`config.mk`:
```
export PLATFORM = sky130hd
export DESIGN_NAME = vtrs_vote
export DESIGN_NICKNAME = d
export VERILOG_FILES = /design/src/sv/vtrs_pkg.sv /design/src/sv/vtrs_vote.sv
export SDC_FILE = /design/constraint.sdc
export NUM_CORES = 1
export LEC_CHECK = 0
export BUFFER_PORTS_ARGS = -buffer_cell sky130_fd_sc_hd__clkbuf_2
export CORE_UTILIZATION = 47
export DETAILED_ROUTE_END_ITERATION = 7
export PLACE_DENSITY = 0.87
export SETUP_SLACK_MARGIN = 0.1
export SLEW_MARGIN = 20
export SYNTH_ARGS = -nofsm -noshare
export SYNTH_HDL_FRONTEND = slang
export SYNTH_SLANG_ARGS = --single-unit
```
`constraint.sdc`:
```
create_clock -name vclk -period 2.6
set_input_delay 0.26 -clock vclk [all_inputs]
set_output_delay 0.26 -clock vclk [all_outputs]
set_load 0.05 [all_outputs]
```
`src/sv/vtrs_pkg.sv`:
```
`default_nettype none
// ----------------------------------------------------------------------------
// vtrs_pkg
// Shared types and constants of the voted triple record store: record
// layout, function codes, register indexes and reset values.
// ----------------------------------------------------------------------------
package vtrs_pkg;

   // store geometry
   localparam int STORE_BYTES_DEF = 1024;
   localparam int COPY_BYTES      = 6;
   localparam int SLOT_BYTES      = 3 * COPY_BYTES;

   // field widths
   localparam int FUNC_W = 3;
   localparam int WORD_W = 16;
   localparam int POS_W  = 10;
   localparam int CSR_AW = 4;
   localparam int CSR_DW = 32;

   // special words
   localparam logic [WORD_W-1:0] ERASED_WORD   = 16'hFFFF;
   localparam logic [WORD_W-1:0] DISAGREE_WORD = 16'hFFF0;

   // register reset values
   localparam logic [WORD_W-1:0] SAVE_DELAY_RST    = 16'd1000;
   localparam logic [WORD_W-1:0] COUNTER_LIMIT_RST = 16'd50000;
   localparam logic [WORD_W-1:0] VALUE_MAX_RST     = 16'd1023;

   // function codes
   localparam logic [FUNC_W-1:0] FUNC_TICK   = 3'd0;
   localparam logic [FUNC_W-1:0] FUNC_SAVE   = 3'd1;
   localparam logic [FUNC_W-1:0] FUNC_CANCEL = 3'd2;
   localparam logic [FUNC_W-1:0] FUNC_READ   = 3'd3;
   localparam logic [FUNC_W-1:0] FUNC_SCAN   = 3'd4;

   // register indexes
   localparam logic [1:0] CSR_SAVE_DELAY    = 2'd0;
   localparam logic [1:0] CSR_COUNTER_LIMIT = 2'd1;
   localparam logic [1:0] CSR_VALUE_MAX     = 2'd2;

   typedef struct packed {
      logic [WORD_W-1:0] save_delay;
      logic [WORD_W-1:0] counter_limit;
      logic [WORD_W-1:0] value_max;
   } cfg_type;

   typedef struct packed {
      logic [WORD_W-1:0] count;
      logic [WORD_W-1:0] left;
      logic [WORD_W-1:0] right;
   } vote_type;

endpackage
`default_nettype wire

```
`src/sv/vtrs_vote.sv`:
```
`default_nettype none
// ----------------------------------------------------------------------------
// vtrs_vote
// Two-out-of-three vote over the three copies of a record held in an
// eighteen-byte slot buffer (first byte in the top bits).
// ----------------------------------------------------------------------------
module vtrs_vote
   import vtrs_pkg::*;
(
   input  wire [SLOT_BYTES*8-1:0] slot,
   output vote_type               vote
);

   // bit position of the word at byte i of the slot (big-endian)
   localparam int C0_CNT = (SLOT_BYTES - 2 - 0 * COPY_BYTES - 0) * 8;
   localparam int C1_CNT = (SLOT_BYTES - 2 - 1 * COPY_BYTES - 0) * 8;
   localparam int C2_CNT = (SLOT_BYTES - 2 - 2 * COPY_BYTES - 0) * 8;
   localparam int C0_LFT = (SLOT_BYTES - 2 - 0 * COPY_BYTES - 2) * 8;
   localparam int C1_LFT = (SLOT_BYTES - 2 - 1 * COPY_BYTES - 2) * 8;
   localparam int C2_LFT = (SLOT_BYTES - 2 - 2 * COPY_BYTES - 2) * 8;
   localparam int C0_RGT = (SLOT_BYTES - 2 - 0 * COPY_BYTES - 4) * 8;
   localparam int C1_RGT = (SLOT_BYTES - 2 - 1 * COPY_BYTES - 4) * 8;
   localparam int C2_RGT = (SLOT_BYTES - 2 - 2 * COPY_BYTES - 4) * 8;

   function automatic logic [WORD_W-1:0] vote3(
      input logic [WORD_W-1:0] x,
      input logic [WORD_W-1:0] y,
      input logic [WORD_W-1:0] z
   );
      logic [WORD_W-1:0] r;
      if (x == y || x == z) begin
         r = x;
      end else if (y == z) begin
         r = y;
      end else begin
         r = DISAGREE_WORD;
      end
      return r;
   endfunction

   logic [WORD_W-1:0] cnt_raw;

   // per-word majority, erased counter reads as zero
   always_comb begin
      cnt_raw    = vote3(slot[C0_CNT +: WORD_W], slot[C1_CNT +: WORD_W],
                         slot[C2_CNT +: WORD_W]);
      vote.count = (cnt_raw == ERASED_WORD) ? '0 : cnt_raw;
      vote.left  = vote3(slot[C0_LFT +: WORD_W], slot[C1_LFT +: WORD_W],
                         slot[C2_LFT +: WORD_W]);
      vote.right = vote3(slot[C0_RGT +: WORD_W], slot[C1_RGT +: WORD_W],
                         slot[C2_RGT +: WORD_W]);
   end

endmodule
`default_nettype wire

```
-- Word-level counts from Yosys, hierarchy flattened
Index checks and enable logic that the tools add are counted.
- bits in registers: 0
- input bits: 144
- output and inout port bits: 48
- eq/ne operators: 10
- muxes and demuxes: 7
- reductions and logical operators: 3
- operators with widths (operator ; number):
    $eq A16 B16 Y1 ; 9
    $mux W16 ; 7
    $eq A16 B16 Y1 const B ; 1
    $logic_or A1 B1 Y1 ; 3

-- Logic depth before layout (Yosys ltp)
- word-level depth: 5
- depth in mapped cells: 6

-- Worst setup path before layout
OpenSTA, ideal clock, no wires.
- kind: input port to output port
- start: input slot[8]
- end: output vote[0] in the netlist's numbering
- arrival time: 2.485 ns
- slack: -0.145 ns
- stages: 6
- path buffers: 1
- cells stage by stage: xnor2_1 > nand4_1 > nor4_2 > buf_2 > nand2_1 > o31ai_1
- RTL lines (what ; RTL line ; text):
    from (decl) ; vtrs_vote.sv:10 ; input wire [SLOT_BYTES*8-1:0] slot,
    to (decl) ; vtrs_vote.sv:11 ; output vote_type vote

==> key figures <==
Run status
  • Run status: completed

Final layout
  • Fin util: 69.7%
  • Share of cells above drive strength 1: 46.5%
  • Final std cells w/o fill: 601
  • Count of clock buffers in the final design: 0
  • Reg area: 0 µm²
  • Final #Nets: just under 700
  • Syn-to-layout area delta: 42.2%
  • Most common cell after layout, fill and taps aside: clkbuf_2
  • Seq_cells: 0
  • Commonest cells after routing, fill and taps aside: 192 x clkbuf_2, 128 x xnor2_1, 41 x nand4_1
  • ANT cells: 0

Floorplan
  • Total Die Area: 6080 µm²
  • Die Y: 78.0 µm
  • Core ar.: 5540 µm²
  • Initial Util: 49.0%
  • Site row count: 27
  • Die W: 78.0 µm
  • # IOs: 192

Hold path
  • Min-delay src: slot[48]
  • WHS Path Cells: 4
  • Worst min path class: in2out
  • Endpoint, Worst Hold: vote[0]

Detailed routing
  • Routed Antenna Nets: 0
  • Via count: 3,423
  • Avg Vias per Cell: 5.70
  • Routed wire per std cell: 16.4 µm
  • DR iter-0 viols: approximately 140
  • DRC viols: 0
  • Total Routed Length: 9840 µm
  • 1st-pass router iterations: 4

Yosys
  • Yosys warnings: 0
  • Mapped Area: 2710 µm²
  • Mapped Cells: 336
  • Seq/Total Area, Yosys: 0%
  • Syn nets: between 400 and 500
  • Share of the synthesized area in the top cell type: 41.3%
  • Synth area leader: xnor2_1
  • Synth top area cells: xnor2_1 41%, mux2_4 11%, nand4_1 9.5%
  • Library cells used by synthesis: 22
  • Syn_area_per_cell: 8.08 µm²

Timing
  • Max Slew Vio Count: 0
  • RSZ-0062 raised after global routing: no
  • Max-slew headroom: around 62%
  • Minimum clock period: 2350 ps
  • Worst-margin pin slew: roughly 570 ps
  • Count of final hold-check violations: 0
  • TNS Setup: 0 ps
  • Fin crit share: 90.4%
  • # setup viols final: 0
  • Fmax: 425 MHz

Placed design
  • GPL Wtd Cong: between 1 and 1.5
  • Detail Placement HPWL: around 8500 µm
  • Number of port buffers: 192
  • Placed Cells: 601

Global routing
  • First-pass GRT wire length: 15,100 µm
  • Remaining Overflow, GRT: 0
  • Global routing usage on met3: under 10%
  • Antenna violations before repair: 0
  • Most Crowded Layer GR: met2
  • Global Route Usage Sum: 30.1%
  • Vias in the first global route: 3,378
  • Met2 Resource Use GR: 60.6%
  • Largest net degree at the start of global routing: 17
  • Met1 Use GR: 32.6%

Worst setup path
  • Slowest Stage Delay on Critical Path: roughly 410 ps
  • CP Capture Type: primary output
  • Critical Path Start Type: primary input
  • CP Cell Sequence: clkbuf_2 > xnor2_1 > nand4_1 > nor4_2 > buf_4 > or2b_1 > mux2_4 > clkbuf_2
  • Top cell by count, worst path: clkbuf_2
  • Worst-path fanout max: 11
  • Kind of critical path: in2out
  • Slowest library cell on the worst path: nor4_2
  • WP data arrival: 2090 ps
  • CP required: 2340 ps
  • Setup crit start: slot[11]

Run
  • Total of max-cap violations: 0

Pwr
  • PwrDens: roughly 130 nW/µm²
  • Peak VDD IR: 0.0918 mV
  • LEAKAGE: approximately 1.8 nW

Clock network
  • Setup Buffers After CTS: 0
[synth_stat cells]
library cell / count
o21bai_1: 4
nand2b_1: 21
mux2i_1: 12
or2b_1: 3
mux2_4: 20
mux2_2: 4
o31ai_1: 8
xor2_1: 16
o21ai_0: 8
nor4_1: 8
buf_2: 1
nor2_2: 3
clkbuf_1: 5
nand4_1: 41
xnor2_1: 128
nor4_4: 4
nor4_2: 4
buf_6: 3
clkbuf_2: 1
or4_1: 2
nand2_1: 28
a21oi_1: 12
[worst max-delay path by stage]
stage,slack [ps],end,cells past startpoint
2_1_floorplan,230,vote[41],6
6_report,250,vote[7],8
3_3_place_gp,200,vote[37],7
3_5_place_dp,170,vote[37],7
4_1_cts,170,vote[37],7
5_1_grt,110,vote[7],8
[logic make-up after synthesis]
group | count (synthesis) | share of synthesized area [%]
xor+xnor | 144 | 46.5
mux | 36 | 17.2
compound gates | 32 | 7.01
buf+inv | 10 | 2.30
simple gates | 114 | 27.1
[stage by stage]
stage / area (µm²) / setup slack, ps / hold WS, ps / power (mW)
floorplan: 2750 / 233 / 744 / 0.230
global placement: 3840 / 201 / 981 / 0.459
detailed placement: 3840 / 167 / 982 / 0.471
CTS: 3840 / 166 / 985 / 0.474
global route: 3860 / 114 / 1010 / 0.517
finish: 3860 / 249 / 984 / 0.483
[worst max-delay path: cells and delay by family]
family	cells	cell delay, ps
xor gates and xnor gates	1	180
and+or+nand+nor	3	800
muxes	1	250
buffers and inverters	3	590
[power by group]
part	switching, mW	internal (mW)
registers	0	0
logic	0.247	0.236
clock network	0	0
total	0.247	0.236
[metal layers]
metal  vias up  wire, µm
met5         -         0
met4         0       364
met3        34       635
met1      1587      3710
met2       213      5130
li1       1589         -
[cell type report]
type,count,area (µm²)
timing repair buffer,203,1060
fill,475,1680
multi-input combinational,326,2710
tap,72,90.1
[timing repair]
action / in CTS / in global routing
gates resized for setup: 0 / 3
hold buffers: 0 / 0
setup endpoints to repair: 0 / 2
(Power assumes the default switching activity.)
