==> config.mk <==
export PLATFORM = sky130hd
export DESIGN_NAME = vtrs_csr
export DESIGN_NICKNAME = d
export VERILOG_FILES = /design/src/sv/vtrs_pkg.sv /design/src/sv/vtrs_csr.sv
export SDC_FILE = /design/constraint.sdc
export NUM_CORES = 1
export LEC_CHECK = 0
export ABC_AREA = 1
export BUFFER_PORTS_ARGS = -buffer_cell sky130_fd_sc_hd__buf_2
export CORE_MARGIN = 2
export CORE_UTILIZATION = 27
export DETAILED_ROUTE_END_ITERATION = 7
export GPL_ROUTABILITY_DRIVEN = 0
export PLACE_DENSITY = 0.54
export SYNTH_ARGS = -nofsm -noshare
export SYNTH_HDL_FRONTEND = slang
export SYNTH_SLANG_ARGS = --single-unit
==> constraint.sdc <==
create_clock -name clock -period 1.15 [get_ports clock]
set_clock_uncertainty 0.2 [all_clocks]
set_input_delay 0.115 -clock clock [delete_from_list [all_inputs] [get_ports clock]]
set_output_delay 0.115 -clock clock [all_outputs]
set_load 0.05 [all_outputs]
==> src/sv/vtrs_pkg.sv <==
`default_nettype none
// ----------------------------------------------------------------------------
// vtrs_pkg
// Shared types and constants of the voted triple record store: record
// layout, function codes, register indexes and reset values.
// ----------------------------------------------------------------------------
package vtrs_pkg;

   // store geometry
   localparam int STORE_BYTES_DEF = 1024;
   localparam int COPY_BYTES      = 6;
   localparam int SLOT_BYTES      = 3 * COPY_BYTES;

   // field widths
   localparam int FUNC_W = 3;
   localparam int WORD_W = 16;
   localparam int POS_W  = 10;
   localparam int CSR_AW = 4;
   localparam int CSR_DW = 32;

   // special words
   localparam logic [WORD_W-1:0] ERASED_WORD   = 16'hFFFF;
   localparam logic [WORD_W-1:0] DISAGREE_WORD = 16'hFFF0;

   // register reset values
   localparam logic [WORD_W-1:0] SAVE_DELAY_RST    = 16'd1000;
   localparam logic [WORD_W-1:0] COUNTER_LIMIT_RST = 16'd50000;
   localparam logic [WORD_W-1:0] VALUE_MAX_RST     = 16'd1023;

   // function codes
   localparam logic [FUNC_W-1:0] FUNC_TICK   = 3'd0;
   localparam logic [FUNC_W-1:0] FUNC_SAVE   = 3'd1;
   localparam logic [FUNC_W-1:0] FUNC_CANCEL = 3'd2;
   localparam logic [FUNC_W-1:0] FUNC_READ   = 3'd3;
   localparam logic [FUNC_W-1:0] FUNC_SCAN   = 3'd4;

   // register indexes
   localparam logic [1:0] CSR_SAVE_DELAY    = 2'd0;
   localparam logic [1:0] CSR_COUNTER_LIMIT = 2'd1;
   localparam logic [1:0] CSR_VALUE_MAX     = 2'd2;

   typedef struct packed {
      logic [WORD_W-1:0] save_delay;
      logic [WORD_W-1:0] counter_limit;
      logic [WORD_W-1:0] value_max;
   } cfg_type;

   typedef struct packed {
      logic [WORD_W-1:0] count;
      logic [WORD_W-1:0] left;
      logic [WORD_W-1:0] right;
   } vote_type;

endpackage
`default_nettype wire

==> src/sv/vtrs_csr.sv <==
`default_nettype none
// ----------------------------------------------------------------------------
// vtrs_csr
// APB register bank: save delay, counter limit and value maximum.
// ----------------------------------------------------------------------------
module vtrs_csr
   import vtrs_pkg::*;
(
   input  wire               clock,
   input  wire               reset,
   input  wire               psel,
   input  wire               penable,
   input  wire               pwrite,
   input  wire [CSR_AW-1:0]  paddr,
   input  wire [CSR_DW-1:0]  pwdata,
   output logic [CSR_DW-1:0] prdata,
   output logic              pready,
   output cfg_type           cfg
);

   cfg_type cfg_ff;
   cfg_type cfg_in;
   logic    wr_beat;

   assign pready  = 1'b1;
   assign wr_beat = psel & penable & pwrite & pready;
   assign cfg     = cfg_ff;

   // register write decode
   always_comb begin
      cfg_in = cfg_ff;
      if (wr_beat) begin
         case (paddr[3:2])
            CSR_SAVE_DELAY:    cfg_in.save_delay    = pwdata[WORD_W-1:0];
            CSR_COUNTER_LIMIT: cfg_in.counter_limit = pwdata[WORD_W-1:0];
            CSR_VALUE_MAX:     cfg_in.value_max     = pwdata[WORD_W-1:0];
            default:           cfg_in = cfg_ff;
         endcase
      end
   end

   always_ff @(posedge clock) begin
      if (reset) begin
         cfg_ff.save_delay    <= SAVE_DELAY_RST;
         cfg_ff.counter_limit <= COUNTER_LIMIT_RST;
         cfg_ff.value_max     <= VALUE_MAX_RST;
      end else begin
         cfg_ff <= cfg_in;
      end
   end

   // read mux
   always_comb begin
      case (paddr[3:2])
         CSR_SAVE_DELAY:    prdata = {{(CSR_DW-WORD_W){1'b0}}, cfg_ff.save_delay};
         CSR_COUNTER_LIMIT: prdata = {{(CSR_DW-WORD_W){1'b0}}, cfg_ff.counter_limit};
         CSR_VALUE_MAX:     prdata = {{(CSR_DW-WORD_W){1'b0}}, cfg_ff.value_max};
         default:           prdata = '0;
      endcase
   end

endmodule
`default_nettype wire

[Yosys cells after proc, flatten, opt, wreduce, memory -nomap -nowiden]
Index checks and enable logic that the tools add are counted.
Word-level totals
  output and inout bits: 81
  bits in registers: 48
Operators by class
  eq/ne operators: 2
  bitwise gates (word level): 2
  mux-type cells: 1
  reduce and logical (&&, ||, !) cells: 4
Operators by type and width (count)
  $pmux 16 s3: 1
  $reduce_and 2->1: 3
  $and 1x1->1: 2
  $eq 2x1->1 const B: 1
  $eq 2x2->1 const B: 1
  $logic_not 2->1: 1

[Depth between registers and ports, before layout]
  depth after elaboration: 3
  mapped depth: 7
  gate-level depth less buffers: 5

[Worst setup path after synthesis]
OpenSTA, ideal clock, no wires.
  path kind: flip-flop to output port
  start point: register cfg_ff, in the netlist cfg[16]
  end point: output prdata[0]
  setup slack: -0.304 ns
  buffers on the path: 0
  data arrival time: 1.139 ns
  data required time: 0.835 ns
  cell stages (with the launch flop): 3
  cell sequence: dfxtp_1 -> nand2_1 -> nand3_1
On the way
  cells in the longest elaborated chain, start to end: 1
RTL lines
  start, declared: RTL line vtrs_csr.sv:21  | cfg_type cfg_ff;
  start signal, assigned: RTL line vtrs_csr.sv:48  | cfg_ff <= cfg_in;
  $pmux 16 s3: RTL line vtrs_csr.sv:54  | case (paddr[3:2])
  end, declared: RTL line vtrs_csr.sv:16  | output logic [CSR_DW-1:0] prdata,
Every way passes these cells.

[Final worst setup path]
  start point: register cfg_ff, in the netlist cfg[24]
  end point: output prdata[8]
Same word-level chain as after synthesis.

==> results.tsv <==
stage	metric	value	unit
sta	Final WS setup	-0.154	ns
grt	GRT Total Usage	0.160	
critical_path	Setup Crit Path Kind	reg2out	
critical_path	RR Endpoint	cfg[4]	
die	area of the core	8300	um2
grt	first-pass GRT wire length	12.3	mm
route	wire per inst	14.3	um
place	I/O Buffers	86	
yosys	register bit total from synthesis	48	
yosys	Post-Synth Simple-Gate Area	0.454	
sta	endpoints failing hold	0	
finish	Filler cells	763	
clock_tree	clock root buffer master	clkbuf_8	
sta	RSZ-0062 raised after global routing	yes	
yosys	post-synthesis sequential area ratio	0.410	
yosys	Cell Area, Synth	2340	um2
route	vias per cell	4.54	
critical_path	CP endpoint	prdata[8]	
yosys	cell count after synthesis	350	
finish	layout cells sized above 1	0.538	
critical_path	CP Max Fanout	3	
die	Rows	33	
route	DR vias	2753	
place	DP Area	3150	um2
route	Routed WL	8.66	mm
sta	Final min period	1.30	ns
route	Initial DRC Count	167	
grt	vias in the first global route	2488	
finish	ant diodes	0	
yosys	Yosys cell types	15	
yosys	Synth Area in Compound Gates	0	
grt	global route total overflow	0	
critical_path	path depth of the worst reg2reg path	4	
yosys	Ys Warns	0	
sta	endpoints failing setup	55	
yosys	largest family of logic cells by synthesized area	simple AND/OR/NAND/NOR gates	
finish	final core utilization	0.562	
finish	area grow syn2layout	99.2	%
critical_path	startpoint types	register	
sta	achievable clock frequency	767	MHz
die	io pins	122	
yosys	Synth area leader	dfxtp_1	
sta	setup_tns	-4.67	ns
pwr	Power Density	898	nW/um2
yosys	Avg Inst Size Synth	6.69	um2
yosys	XOR/XNOR Fraction of Synth Area	0	
finish	max reg flops	48	
outcome	failing checks	negative setup slack	
outcome	outcome	finished, violations left	
yosys	top-area cell type share of the netlist area	0.410	
clock_tree	Num CTS Buffers	5	
grt	pin count of the biggest net entering global routing	49	
place	post-placement cell count	548	
route	Antenna Nets Post-Route	0	
place	pre-CTS setup slack	-0.229	ns
grt	initial antenna violation count	0	
place	hpwl dp	5.05	mm
route	DR pass1 iterations	4	
clock_tree	total number of H-tree levels	2	
critical_path	Worst R2R Start	cfg[4]	
yosys	Post-Synth Adder-Cell Area	0	
yosys	largest cells by area after synthesis	dfxtp_1 41%, nand2_1 20%, nand3_1 14%, nor2_1 8.5%, buf_4 6.7%	
critical_path	Setup crit end kind	primary output	
sta	final period utilization	1.13	
yosys	mux cell area share after synthesis	0	
finish	Finished Layout Cells	607	
clock_tree	clk_lat worst skew	0.30	ns
critical_path	r2r setup slk	0.14	ns
die	Total Die Area	9430	um2
worst_hold_path	Worst Hold Class	in2reg	
die	chip width	97.1	um
finish	Design Area, Final	4660	um2
die	Starting Density	0.282	
pwr	Max VDD drop	0.000542	V
clock_tree	CTS tree	done	
route	DRC	0	
sta	Max Slew Vio Count	0	
critical_path	Worst EP arrival	0.99	ns
die	Die Ht	97.1	um
clock_tree	CTS sink cnt	48	
flow_run	maxcap violations	0	
critical_path	crit path from	cfg[24]	
finish	Final #Nets	542	
clock_tree	Clock Pin Slew Worst Setup and Hold Paths	0.10	ns
clock_tree	clock buffer depth	2	
pwr	Pleak	0.00224	uW
critical_path	worst path required time	0.83	ns
==> how the worst min path moves through the flow <==
| stage | endpoint | cells after the start | from | slack, ns |
|---|---|---|---|---|
| floorplan | cfg[20] | 2 | pwdata[4] | 0.04 |
| global placement | cfg[1] | 3 | pwdata[1] | 0.15 |
| detailed placement | cfg[1] | 3 | pwdata[1] | 0.16 |
| CTS | cfg[30] | 4 | reset | 0.05 |
| global route | cfg[40] | 4 | reset | 0.06 |
| finish | cfg[30] | 4 | reset | 0.05 |
==> cells by family (layout without fill, tap and decap cells) <==
| family | count (synthesis) | count (layout) |
|---|---|---|
| simple gates | 249 | 249 |
| other cells | 2 | 17 |
| flops | 48 | 48 |
| buf+inv | 51 | 188 |
==> cell type report <==
class | count | area (um2) | share of cell area
inverters | 17 | 66.3 | 0.0142
multi-input cells | 266 | 1330 | 0.286
clock buffers | 5 | 68.8 | 0.0148
clock inverters | 3 | 46.3 | 0.00993
flip-flops and latches | 48 | 1090 | 0.233
well taps | 105 | 131 | 0.0282
repair buffers | 163 | 1930 | 0.414
==> metrics by stage <==
step,total power (uW),hold slack (ns)
after floorplan,2440,0.0411
after global placement,2640,0.147
after detailed placement,2650,0.155
after CTS,4120,0.0453
after global routing,4360,0.0629
final,4190,0.0497
==> metal layers <==
metal | track usage | part of all wire
met5 | 0 | 0
met4 | 0.0347 | 0.015
met3 | 0.0381 | 0.055
met2 | 0.265 | 0.50
met1 | 0.212 | 0.43
==> worst max-delay path, stage by stage, from the launching register on <==
cell,delay (ns)
dfxtp_2,0.37
nand2_1,0.08
nand3_2,0.08
buf_6,0.15
==> repair_timing <==
item | CTS | global route
hold buffers | 16 | 0
cloned | 0 | 3
setup endpoints to repair | 64 | 64
pin swaps | 19 | 24
gates resized for setup | 181 | 112
endpoints found under the hold margin | 48 | 0
buffers inserted | 1 | 31
==> power by group <==
part           switching, uW  internal, uW
Sequential              42.0          1650
Clock                    628           656
Combinational            730           478
Total                   1400          2790
==> cells in the mapped netlist (all sizes together) <==
cell type and instances:
nor2 59, clkbuf 2, nand3 65, inv 17, conb 2, dfxtp 48, buf 32, nand2 125
==> layout by cell type, fill, tap and decap left out <==
master,count
nand2_1,84
buf_8,55
nor2_1,52
nand3_1,48
nand2_2,39
buf_6,34
dfxtp_4,26
buf_4,25
dfxtp_2,22
buf_2,20
conb_1,17
nand3_2,16
dlygate4sd3_1,16
inv_1,15
buf_12,10
nor2_4,6
clkbuf_8,5
clkbuf_16,3
nand2_4,2
inv_2,1
inv_4,1
nand3_4,1
nor2_2,1
inv_6,1
clkinvlp_4,1
bufinv_16,1
(Power assumes the default switching activity.)
